File: src/irkp_pkg.sv
`timescale 1ns / 1ps

package irkp_pkg;

	localparam int CodeW  = 16;
	localparam int LimitW = 13;
	localparam int CfgIdxW = 3;

	// register indexes on the configuration port
	localparam logic [CfgIdxW-1:0] REG_FIRST_DIGIT = 3'd0;
	localparam logic [CfgIdxW-1:0] REG_ZERO_DIGIT  = 3'd1;
	localparam logic [CfgIdxW-1:0] REG_ENTER       = 3'd2;
	localparam logic [CfgIdxW-1:0] REG_DELETE      = 3'd3;
	localparam logic [CfgIdxW-1:0] REG_OFF         = 3'd4;
	localparam logic [CfgIdxW-1:0] REG_STOP        = 3'd5;
	localparam logic [CfgIdxW-1:0] REG_LIMIT       = 3'd6;

	localparam logic [CodeW-1:0]  FIRST_DIGIT_RST = 16'd0;
	localparam logic [CodeW-1:0]  ZERO_DIGIT_RST  = 16'd9;
	localparam logic [CodeW-1:0]  ENTER_RST       = 16'd10;
	localparam logic [CodeW-1:0]  DELETE_RST      = 16'd11;
	localparam logic [CodeW-1:0]  OFF_RST         = 16'd12;
	localparam logic [CodeW-1:0]  STOP_RST        = 16'd13;
	localparam logic [LimitW-1:0] LIMIT_RST       = 13'd256;

	// ceil(2^19 / 10): (x * DIV10_MAGIC) >> 19 == x / 10 for any 16-bit x
	localparam logic [15:0] DIV10_MAGIC = 16'hCCCD;
	localparam int          DIV10_SHIFT = 19;

	typedef struct packed {
		logic [15:0] command_code;
		logic        is_repeat;
	} irkp_in_t;

	typedef struct packed {
		logic [15:0] entry_value;
		logic [11:0] shown_high;
		logic [3:0]  shown_low;
		logic [7:0]  high_segments;
		logic [7:0]  low_segments;
		logic        high_valid;
		logic        power_off;
	} irkp_out_t;

	typedef struct packed {
		logic [CodeW-1:0]  first_digit_code;
		logic [CodeW-1:0]  zero_digit_code;
		logic [CodeW-1:0]  enter_code;
		logic [CodeW-1:0]  delete_code;
		logic [CodeW-1:0]  off_code;
		logic [CodeW-1:0]  stop_code;
		logic [LimitW-1:0] entry_limit;
	} irkp_cfg_t;

	// hex digit to seven-segment pattern, bit i drives segment line i
	function automatic logic [7:0] seg_pattern(input logic [3:0] d);
		logic [7:0] p;
		case (d)
			4'h0: p = 8'h7E;
			4'h1: p = 8'h30;
			4'h2: p = 8'h6D;
			4'h3: p = 8'h79;
			4'h4: p = 8'h33;
			4'h5: p = 8'h5B;
			4'h6: p = 8'h5F;
			4'h7: p = 8'h70;
			4'h8: p = 8'h7F;
			4'h9: p = 8'h7B;
			4'hA: p = 8'h77;
			4'hB: p = 8'h1F;
			4'hC: p = 8'h4E;
			4'hD: p = 8'h3D;
			4'hE: p = 8'h4F;
			4'hF: p = 8'h47;
			default: p = 8'h00;
		endcase
		return p;
	endfunction

endpackage

File: src/ir_keypad_number_entry_display_unit.sv
`timescale 1ns / 1ps

// Remote-control number entry with a two-digit hex display.
// Input channel (in_valid/in_ready/in_data) takes one decoded command item;
// every accepted item yields exactly one result item on the output channel
// (out_valid/out_ready/out_data): the entry after the command, the stored
// value split into hex digits with segment patterns, and a power-off pulse.
// An accepted item is registered in the input stage, processed there by
// the combinational calculator, and its result is registered in out_q.
// Throughput: one item per cycle while out_ready is high; the entry state is
// read and updated as each item advances, so items chain without bubbles.
// When the receiver stalls, the result register holds and the input stage
// fills; in_ready drops only with both stages occupied and out_ready low.
// Configuration (cfg_valid/cfg_ready/cfg_index/cfg_data) is always ready and
// must be written only while no item is in flight.
// Reset clears both stages, zeroes the entry and stored value, and loads
// the default key codes and entry limit.
module ir_keypad_number_entry_display_unit (
	input  logic                clk,
	input  logic                arst_n,
	input  logic                in_valid,
	output logic                in_ready,
	input  irkp_pkg::irkp_in_t  in_data,
	output logic                out_valid,
	input  logic                out_ready,
	output irkp_pkg::irkp_out_t out_data,
	input  logic                cfg_valid,
	output logic                cfg_ready,
	input  logic [2:0]          cfg_index,
	input  logic [15:0]         cfg_data
);
	import irkp_pkg::*;

	irkp_cfg_t   cfg_q;
	logic [15:0] acc_q;
	logic [15:0] stored_q;
	irkp_in_t    item_s1;
	logic        valid_s1;
	irkp_out_t   out_q;
	logic        out_valid_q;

	logic        advance;
	logic [15:0] acc_next;
	logic [15:0] stored_next;
	irkp_out_t   result;

	assign advance   = valid_s1 && (!out_valid_q || out_ready);
	assign in_ready  = !valid_s1 || advance;
	assign cfg_ready = 1'b1;
	assign out_valid = out_valid_q;
	assign out_data  = out_q;

	irkp_calc u_calc (
		.cfg         (cfg_q),
		.item        (item_s1),
		.acc         (acc_q),
		.stored      (stored_q),
		.acc_next    (acc_next),
		.stored_next (stored_next),
		.result      (result)
	);

	always_ff @(posedge clk or negedge arst_n) begin
		if (!arst_n) begin
			cfg_q.first_digit_code <= FIRST_DIGIT_RST;
			cfg_q.zero_digit_code  <= ZERO_DIGIT_RST;
			cfg_q.enter_code       <= ENTER_RST;
			cfg_q.delete_code      <= DELETE_RST;
			cfg_q.off_code         <= OFF_RST;
			cfg_q.stop_code        <= STOP_RST;
			cfg_q.entry_limit      <= LIMIT_RST;
		end else if (cfg_valid) begin
			case (cfg_index)
				REG_FIRST_DIGIT: cfg_q.first_digit_code <= cfg_data;
				REG_ZERO_DIGIT:  cfg_q.zero_digit_code  <= cfg_data;
				REG_ENTER:       cfg_q.enter_code       <= cfg_data;
				REG_DELETE:      cfg_q.delete_code      <= cfg_data;
				REG_OFF:         cfg_q.off_code         <= cfg_data;
				REG_STOP:        cfg_q.stop_code        <= cfg_data;
				REG_LIMIT:       cfg_q.entry_limit      <= cfg_data[LimitW-1:0];
				default: ;
			endcase
		end
	end

	always_ff @(posedge clk or negedge arst_n) begin
		if (!arst_n) begin
			valid_s1    <= 1'b0;
			out_valid_q <= 1'b0;
			acc_q       <= '0;
			stored_q    <= '0;
		end else begin
			if (in_valid && in_ready) begin
				valid_s1 <= 1'b1;
			end else if (advance) begin
				valid_s1 <= 1'b0;
			end
			if (advance) begin
				out_valid_q <= 1'b1;
				acc_q       <= acc_next;
				stored_q    <= stored_next;
			end else if (out_ready) begin
				out_valid_q <= 1'b0;
			end
		end
	end

	always_ff @(posedge clk) begin
		if (in_valid && in_ready) begin
			item_s1 <= in_data;
		end
		if (advance) begin
			out_q <= result;
		end
	end

endmodule

File: src/irkp_calc.sv
`timescale 1ns / 1ps

module irkp_calc (
	input  irkp_pkg::irkp_cfg_t cfg,
	input  irkp_pkg::irkp_in_t  item,
	input  logic [15:0]         acc,
	input  logic [15:0]         stored,
	output logic [15:0]         acc_next,
	output logic [15:0]         stored_next,
	output irkp_pkg::irkp_out_t result
);
	import irkp_pkg::*;

	logic        is_digit;
	logic        below_limit;
	logic [15:0] times_ten;
	logic [15:0] digit;
	logic [15:0] digit_sum;
	logic [31:0] div_prod;
	logic [15:0] tenth;
	logic        pwr;

	assign is_digit    = (item.command_code >= cfg.first_digit_code) &&
	                     (item.command_code <= cfg.zero_digit_code);
	assign below_limit = acc < {3'b000, cfg.entry_limit};

	// acc * 10 = acc * 8 + acc * 2, wrapping at 16 bits
	assign times_ten = {acc[12:0], 3'b000} + {acc[14:0], 1'b0};
	assign digit     = item.command_code - cfg.first_digit_code + 16'd1;
	assign digit_sum = times_ten +
	                   ((item.command_code == cfg.zero_digit_code) ? 16'd0 : digit);

	assign div_prod = acc * DIV10_MAGIC;
	assign tenth    = {3'b000, div_prod[31:DIV10_SHIFT]};

	always_comb begin
		acc_next    = acc;
		stored_next = stored;
		pwr         = 1'b0;
		if (!item.is_repeat) begin
			if (is_digit) begin
				if (below_limit) begin
					acc_next = digit_sum;
				end
			end else if (item.command_code == cfg.enter_code) begin
				if (below_limit) begin
					stored_next = acc;
				end
				acc_next = '0;
			end else if (item.command_code == cfg.delete_code) begin
				acc_next = tenth;
			end else if (item.command_code == cfg.off_code) begin
				pwr = 1'b1;
			end else if (item.command_code == cfg.stop_code) begin
				acc_next = '0;
			end
		end
	end

	always_comb begin
		result.entry_value   = acc_next;
		result.shown_high    = stored_next[15:4];
		result.shown_low     = stored_next[3:0];
		result.high_valid    = (stored_next[15:8] == 8'd0);
		result.high_segments = result.high_valid ? seg_pattern(stored_next[7:4]) : 8'h00;
		result.low_segments  = seg_pattern(stored_next[3:0]);
		result.power_off     = pwr;
	end

endmodule

File: config.mk
export PLATFORM = sky130hd
export DESIGN_NAME = ir_keypad_number_entry_display_unit
export DESIGN_NICKNAME = d
export VERILOG_FILES = /design/src/irkp_pkg.sv /design/src/ir_keypad_number_entry_display_unit.sv /design/src/irkp_calc.sv
export SDC_FILE = /design/constraint.sdc
export NUM_CORES = 1
export LEC_CHECK = 0
export BUFFER_PORTS_ARGS = -buffer_cell sky130_fd_sc_hd__buf_2
export CAP_MARGIN = 5
export CORE_MARGIN = 4
export CORE_UTILIZATION = 60
export DETAILED_ROUTE_END_ITERATION = 10
export GPL_ROUTABILITY_DRIVEN = 0
export PLACE_DENSITY = 0.75
export REMOVE_ABC_BUFFERS = 1
export SKIP_LAST_GASP = 1
export SYNTH_ARGS = -nofsm -noshare
export SYNTH_HDL_FRONTEND = slang
export SYNTH_SLANG_ARGS = --single-unit
export TNS_END_PERCENT = 50
File: constraint.sdc
create_clock -name clk -period 10.2 [get_ports clk]
set_clock_uncertainty 0.05 [all_clocks]
set_input_delay 2.04 -clock clk [delete_from_list [all_inputs] [get_ports clk]]
set_output_delay 2.04 -clock clk [all_outputs]
set_load 0.1 [all_outputs]
# Word-level counts from Yosys, hierarchy flattened
# Memory sizes are Yosys's and may differ from the RTL's. A register that Yosys moved wholly into a read port is not among the register bits.
# Cells that the tools add are included.
[word_totals] latchBits=0 n_memories=2 elab_cells=78 mem_bits_ro=224 inputBits=41 output_inout_bits=53 ram_bits=0 ff_bits=210
[op_classes] n_div=0 n_mux=17 reduce_logical=20 order_cmp=3 bitwise=0 eq_ne=11 addsub=4 multipliers=1 shift=0
[mem_list] memory="(no name shown)" words=16 width=7 rd=1 rd_ports_with_merged_regs=1 wr=0 line_no="irkp_pkg.sv:58" text="case (d)"
[mem_list] memory="(no name shown)" words=16 width=7 rd=1 rd_ports_with_merged_regs=1 wr=0 line_no="irkp_pkg.sv:58"
[op_table] cell="$mux 16" n=12
[op_table] cell="$eq 16x16->1" n=5
[op_table] cell="$add 16x16->16" n=2
[op_table] cell="$mul 16x16->32 const B" n=1
[op_table] cell="$add 16x1->16 const B" n=1
[op_table] cell="$ge 16x16->1" n=1
[op_table] cell="$le 16x16->1" n=1
[op_table] cell="$lt 16x13->1" n=1
[op_table] cell="$sub 16x16->16" n=1
[op_table] cell="$reduce_and 2->1" n=7
[op_table] cell="$eq 3x3->1 const B" n=3
[op_table] cell="$logic_not 8->1" n=1
[op_table] cell="$eq 3x2->1 const B" n=2
[op_table] cell="$mux 1" n=5
[op_table] cell="$reduce_bool 2->1" n=2
[op_table] cell="$reduce_or 4->1" n=1
[op_table] cell="$eq 3x1->1 const B" n=1
[op_table] cell="$logic_and 1x1->1" n=3
[op_table] cell="$logic_not 1->1" n=3
[op_table] cell="$logic_not 3->1" n=1
[op_table] cell="$logic_or 1x1->1" n=2

# Logic depth before layout (Yosys ltp)
# Gate-level depths: netlist of the first run.
[logic_depth] ltp_word=7 ltp_mapped=24 mapped_depth_nobuf=24

# Cells and area by module
# Synthesis of the first run repeated with hierarchy kept, for this count alone.
[hier_totals] hier_cells=1518 hier_area_um2=16907.5
[by_module_without_submodules] mod="irkp_calc" seq_area_each_um2=0.0 cells_per_inst=1137 area_each_um2=9447.8 instances=1
[by_module_without_submodules] mod="ir_keypad_number_entry_display_unit" seq_area_each_um2=5606.6 cells_per_inst=381 area_each_um2=7459.7 instances=1

# Worst setup path after synthesis of the first run
# Ideal clock, no wire load.
[synth_path] kind="register -> register" from="register acc_q[6]" to="register out_q, in the netlist out_data[46] (data pin)" t_arrival_ns=5.783 path_slack_ns=4.107 n_path_buf=0 path_stages_with_launch=21 cell_sequence="dfrtp_1 > ha_1 > inv_1 > fa_1 > inv_1 > fa_1 > fa_1 > fa_1 > inv_1 > fa_1 > inv_1 > ha_1 > and4_1 > nand3_1 > nor4bb_1 > o21bai_1 > a211oi_1 > nor4_1 > a221oi_1 > nand2_1 > mux2_2"
[synth_via] elab_chain_cells=5 word_cells_on_any_way=9 cone_classes="2 x add/sub; 1 x mul; 1 x order compare; 5 x mux"
[synth_lines] item="from (decl)" line_no="ir_keypad_number_entry_display_unit.sv:35" text="logic [15:0] acc_q;"
[synth_lines] item="from (signal assigned)" line_no="ir_keypad_number_entry_display_unit.sv:100" text="acc_q <= acc_next;"
[synth_lines] item="$mul 16x16->32 / $add 16x16->16 (equally long branches)" line_no="irkp_calc.sv:33, irkp_calc.sv:28"
[synth_lines] item="$mux 16 / $add 16x16->16 (equally long branches)" line_no="irkp_calc.sv:50, irkp_calc.sv:30"
[synth_lines] item="$mux 16, on equally long branches" line_no="irkp_calc.sv:45, irkp_calc.sv:42"
[synth_lines] item="$mux 16 (*)" line_no="irkp_calc.sv:41" text="if (is_digit) begin"
[synth_lines] item="$mux 16 (*)" line_no="irkp_calc.sv:40" text="if (!item.is_repeat) begin"
[synth_lines] item="net acc_next[12]" line_no="ir_keypad_number_entry_display_unit.sv:43" text="logic [15:0] acc_next;"
[synth_lines] item="to (signal assigned)" line_no="ir_keypad_number_entry_display_unit.sv:113" text="out_q <= result;"
[synth_lines] item="to (decl)" line_no="ir_keypad_number_entry_display_unit.sv:39" text="irkp_out_t out_q;"
# The timed path passes the listed nets; every way through them passes the cells marked *.
# A chain may end at the register's enable or synchronous reset.

# Final worst setup path of the first run
[layout_path] from="register acc_q[7]" to="register out_q, in the netlist out_data[46] (data pin)"
# Same word-level chain as after synthesis.

==> results of run 1 <==
## sequential cells by signal, indices dropped and copies added, names as in the netlist
name / count
acc_q: 16
cfg_q: 109
item_s1: 17
stored_q: 16
out_valid: 1
valid_s1: 1
out_data: 48
## final timing paths
check	to	cells after the start
max	out_data[46]	20
min	out_valid	1
max reg2reg	out_data[46]	20
min reg2reg	out_valid	1
max in group asynchronous	stored_q[14]	2
min in group asynchronous	cfg_q[30]	1
## cell type report
type | instances | area [µm²] | share of cell area (%)
clock buffer | 35 | 692 | 3.77
tap | 372 | 465 | 2.54
timing repair buffer | 99 | 524 | 2.86
sequential | 208 | 5550 | 30.2
clock inverter | 9 | 60.1 | 0.327
inverter | 266 | 1000 | 5.45
multi-input combinational | 1077 | 10100 | 54.8
## worst max-delay path: stages (launching register included)
cell      delay [ns]
dfrtp_1         0.66
ha_1            0.46
inv_1           0.09
fa_1            0.54
inv_1           0.06
fa_1            0.52
fa_1            0.52
fa_1            0.55
inv_1           0.06
fa_1            0.53
inv_1           0.04
ha_1            0.31
and4_1          0.26
nand3_1         0.12
nor4bb_1        0.81
o21bai_1        0.22
a211oi_1        0.41
nor4_1          0.14
a221oi_1        0.28
nand2_1         0.11
mux2_2          0.27
## cell families after synthesis
family / count (synthesis) / synth area share, %
AOI/OAI and AO/OA: 237 / 9.14
xor gates and xnor gates: 110 / 5.75
adders and majority gates: 321 / 28.5
DFF: 208 / 33.1
muxes: 116 / 7.87
other: 2 / 0.0448
and+or+nand+nor: 290 / 8.69
buffers and inverters: 302 / 6.92
## layout by cell type, fill, tap and decap left out, types with 53 or more instances in the layout
master    count
buf_2        89
a21oi_1      53
dfrtp_1     130
edfxtp_1     65
o21ai_0      74
mux2_2       99
xnor2_1      73
inv_1       263
nand2_1     101
ha_1        221
fa_1        100
## through the flow
step	setup slack [ns]	std cells
2_1_floorplan	4.11	1551
3_3_place_gp	3.29	2022
3_5_place_dp	3.06	2022
4_1_cts	3.05	2066
5_1_grt	2.67	2066
6_report	2.95	2066
## layer usage
layer  part of all wire [%]  up-vias
li1                       -     5572
met1                     41     5876
met2                     48      427
met3                    5.9      135
met4                    5.0        0
met5                      0        -
==> impl_metrics.ini, run 1 <==
[run_status]
status = finished, final reports clean

[place]
place_area_um2 = 17600
portBuffers = 90
dp_hpwl_mm = 31.7

[yosys]
synth.largest_area_cell = dfrtp_1
yosys_warnings = 0
synth_cell_types = 78
synth_ff_type = dfrtp_1
yosysTopAreaCellShare_pct = 19.4
async_reset_ff_share_pct = 68.8
synth.most_common_cell = inv_1
synth_area_leaders = dfrtp_1, ha_1, fa_1
synth_area_per_cell_um2 = 10.6
ys_ff_latch = 208
synth_cells = 1586
synth_seq_area_share_pct = 33.1
ys_top_cells_by_count = inv_1, ha_1, dfrtp_1
synth-edff-count = 65
synth_area_um2 = 16700

[setup_path]
r2r_start = acc_q[7]
required_ns = 10.44
worstSetupPathType = reg2reg
crit_start = acc_q[7]
cp_data_arrival_time_ns = 7.49
worst_setup_path_start_kind = flop
endpoint_kind = flop
rrSetupSlack_ns = 2.95
path_max_fanout = 14

[flow_run]
maxCapViolations = 0

[grt]
grt-ovfl-total = 0
grt_max_degree = 77
grt_pass1_vias = 12400
met2_usage_pct = 46.4
grt-busiest-layer = met2
grt_usage_pct = 27.1
antenna_found_initial = 0
gr-usage-met1_pct = 34.5
use_met3_pct = 4.02
grt_pass1_wl_mm = 66.0

[hold_path]
hold_start = valid_s1
min_path_type = reg2reg

[drt]
drt_wl_total_mm = 40.9
dr.pass1.iters = 8
vias = 12000
vias_per_cell = 5.81
dr.first_iter.drc_count = 963
ant_nets = 0
wl_per_cell_um = 19.8
drc = 0

[final_layout]
final_cell_area_um2 = 18400
area_growth_pct = 9.60
layout-drive-gt1-share_pct = 16.2
diodes = 0
nets = 2038
fill_cells = 2130
final_core_util_pct = 67.5

[sta]
tightest_slew_ns = 1.16
setup_viol = 0
period_needed_ns = 7.25
hold_viol = 0
holdWs_ns = 0.451
fmax_mhz = 138
maxSlewViolCount = 0
rsz0062_at_grt = false
fin_setup_tns_ns = 0
max_slew_margin_pct = 22.6
post-route-period-util_pct = 71.1

[clocking]
cts.repair.resized = 0
clock-sinks = 208
cts_tree = built
clk_latency_ns = 0.54
htree_levels = 1
cts_buffer_depth = 3
clock_tree.root_cell = clkbuf_16
holdBufCountCts = 0
post_cts_buffers = 0
clk_pin_slew_ns = 0.07
numCtsBuffers = 24

[floorplanning]
start_util_pct = 61.6
rows = 60
dieArea_um2 = 30600
chipHeight_um = 175
core_um2 = 27200
ios = 94
die_x_um = 175
Power of run 1 is not shown: default switching activity piles up to over one toggle a cycle in this logic, so the estimate is an artifact.
==> run 2: changes to the inputs <==
ABC_AREA = 1   (was not set)
CORE_UTILIZATION = 57   (was 60)
PLACE_DENSITY = 0.74   (was 0.75)
clock period = 5.9 ns   (was 10.2 ns; I/O delays follow)
==> run 2 against run 1 <==
Sequential share of layout area fell by 1.7 points. Clock-buffer cell count rose by 1. Wire length rose by 16%. Cell count rose by 29%. Global-route usage rose by 0.86 points. Setup slack got worse by 2.8 ns. Via count rose by 24%. Maximum frequency rose by 26%. Synthesized area rose by 6.4%. Register-to-register slack got worse by 2.8 ns. Flip-flop and latch count did not move. Highest routed layer unchanged.
==> impl_metrics.ini, run 2 <==
[run_status]
status = finished, final reports clean

[hold_path]
min_to = cfg_q[92]
hold_start = cfg_q[92]
min_path_type = reg2reg
hold-path-cell-count = 2

[final_layout]
final_core_util_pct = 63.2
layout_commonest_cell = nand2_1
fin_cells = 2663
nets = 2612
top_register = cfg_q
area_growth_pct = 9.12
fill_cells = 2661
final_cell_mix = nand2_1, inv_1, ha_1
diodes = 0
largest_reg_flops = 109
layout-drive-gt1-share_pct = 8.82

[setup_path]
path_max_fanout = 6
worst_setup_path_start_kind = flop
crit_start = acc_q[3]
cp_data_arrival_time_ns = 5.95
required_ns = 6.10
endpoint_kind = flop
rrSetupSlack_ns = 0.15
reg2reg_to = out_data[43]
rr_worst_depth = 21
r2r_start = acc_q[3]
worstSetupPathType = reg2reg

[place]
dp_hpwl_mm = 37.3
dpl_worst_slack_ns = -0.00960
portBuffers = 90
dp_cells = 2620

[grt]
antenna_found_initial = 0
gr-usage-met1_pct = 38.1
met2_usage_pct = 46.3
grt-ovfl-total = 0
grt_usage_pct = 27.9
grt_pass1_wl_mm = 76.4
grt_pass1_vias = 14600
use_met3_pct = 4.38
grt_max_degree = 101
grt-busiest-layer = met2

[yosys]
synth_ff_type = dfrtp_1
ys_top_cells_by_count = nand2_1, inv_1, ha_1
synthAdderAreaFrac_pct = 26.8
yosys.area_share.xor_xnor_pct = 3.83
yosys.area_share.simple_pct = 17.7
yosys_warnings = 0
synth_area_per_cell_um2 = 8.24
synth_seq_area_share_pct = 31.1
synth.most_common_cell = nand2_1
synth_top_family_by_area = adder cells
synth_cells = 2162
synth-edff-count = 65
async_reset_ff_share_pct = 68.8
yosysTopAreaCellShare_pct = 18.3
synth_cell_types = 45
ys_ff_latch = 208
synth_area_um2 = 17800
synth-compound-area-share_pct = 10.5
synth_area_leaders = dfrtp_1, ha_1, fa_1
synthMuxAreaShare_pct = 0
synth.largest_area_cell = dfrtp_1

[sta]
fmax_mhz = 174
rsz0062_at_grt = true
tightest_slew_ns = 1.14
period_needed_ns = 5.75
post-route-period-util_pct = 97.4
setup_viol = 0
maxSlewViolCount = 0
max_slew_margin_pct = 23.5
hold_viol = 0
layout_setup_ws_ns = 0.151

[drt]
drc = 0
dr.first_iter.drc_count = 1727
vias_per_cell = 5.59
dr.pass1.iters = 8
drt_wl_total_mm = 47.4
wl_per_cell_um = 17.8
vias = 14900
ant_nets = 0

[clocking]
clk_latency_ns = 0.52
numCtsBuffers = 23
clk_pin_slew_ns = 0.06
clock_tree.root_cell = clkbuf_16
clock-sinks = 208
htree_levels = 1
cts_buffer_depth = 3
cts_tree = built

[floorplanning]
rows = 64
chipHeight_um = 185
dieArea_um2 = 34100
die_x_um = 185
core_um2 = 30700
start_util_pct = 57.9
ios = 94

[flow_run]
maxCapViolations = 0
-- run 2: how the worst max path moves through the flow --
| stage | depth (start not counted) | slack (ns) | to |
|---|---|---|---|
| floorplan | 21 | 0.49 | out_data[42] |
| detailed placement | 24 | -0.01 | acc_q[4] |
| global route | 22 | -0.04 | acc_q[8] |
| CTS | 20 | 0.10 | out_data[46] |
| finish | 21 | 0.15 | out_data[43] |
| global placement | 24 | 0.1 | acc_q[4] |
-- run 2: timing repair --
| item | in CTS | in global routing |
|---|---|---|
| hold buffers | 0 | 0 |
| setup buffers | 0 | 1 |
| pin swaps | 0 | 3 |
| resized for setup | 1 | 12 |
| setup endpoints to repair | 1 | 14 |
-- run 2: logic make-up after synthesis --
logic type      after synthesis
buf+inv                     453
other cells                   2
fa+ha+maj                   321
flops                       208
xor+xnor                     78
simple gates                758
compound gates              342
-- run 2: per-layer routing --
| layer | vias to the layer above | wire length, µm |
|---|---|---|
| met5 | - | 0 |
| met4 | 0 | 1900 |
| met3 | 153 | 3580 |
| met2 | 678 | 22000 |
| met1 | 7005 | 19900 |
| li1 | 7062 | - |
-- run 2: cell type report --
type	instances	area, µm²	area share (%)
clock inverters	6	58.8	0.303
clock buffers	36	674	3.47
flip-flops and latches	208	5550	28.5
multi-input cells	1502	10500	54.1
inverters	400	1500	7.72
well taps	396	495	2.55
repair buffers	115	644	3.31
-- run 2: critical path, stage by stage (launching register included) --
cell and delay, ns:
dfrtp_1 0.46, ha_1 0.34, xor2_1 0.20, ha_1 0.32, fa_1 0.54, inv_1 0.05
fa_1 0.54, inv_1 0.06, fa_1 0.53, inv_1 0.06, fa_1 0.54, inv_1 0.04
ha_1 0.37, a21oi_1 0.21, o21ai_0 0.19, o21bai_1 0.23, a21oi_1 0.14, nand2_1 0.08
nand2_1 0.11, nand2_1 0.07, o21ai_0 0.24, a21oi_1 0.11
-- run 2: through the flow --
| stage | instance area [µm²] | hold slack, ns | setup TNS, ns |
|---|---|---|---|
| CTS | 19400 | 0.439 | 0 |
| global placement | 18700 | 0.416 | 0 |
| detailed placement | 18700 | 0.423 | -0.00960 |
| global route | 19400 | 0.451 | -0.197 |
| finish | 19400 | 0.433 | 0 |
| floorplan | 17500 | 0.403 | 0 |
Power of run 2 is left out for the same reason.
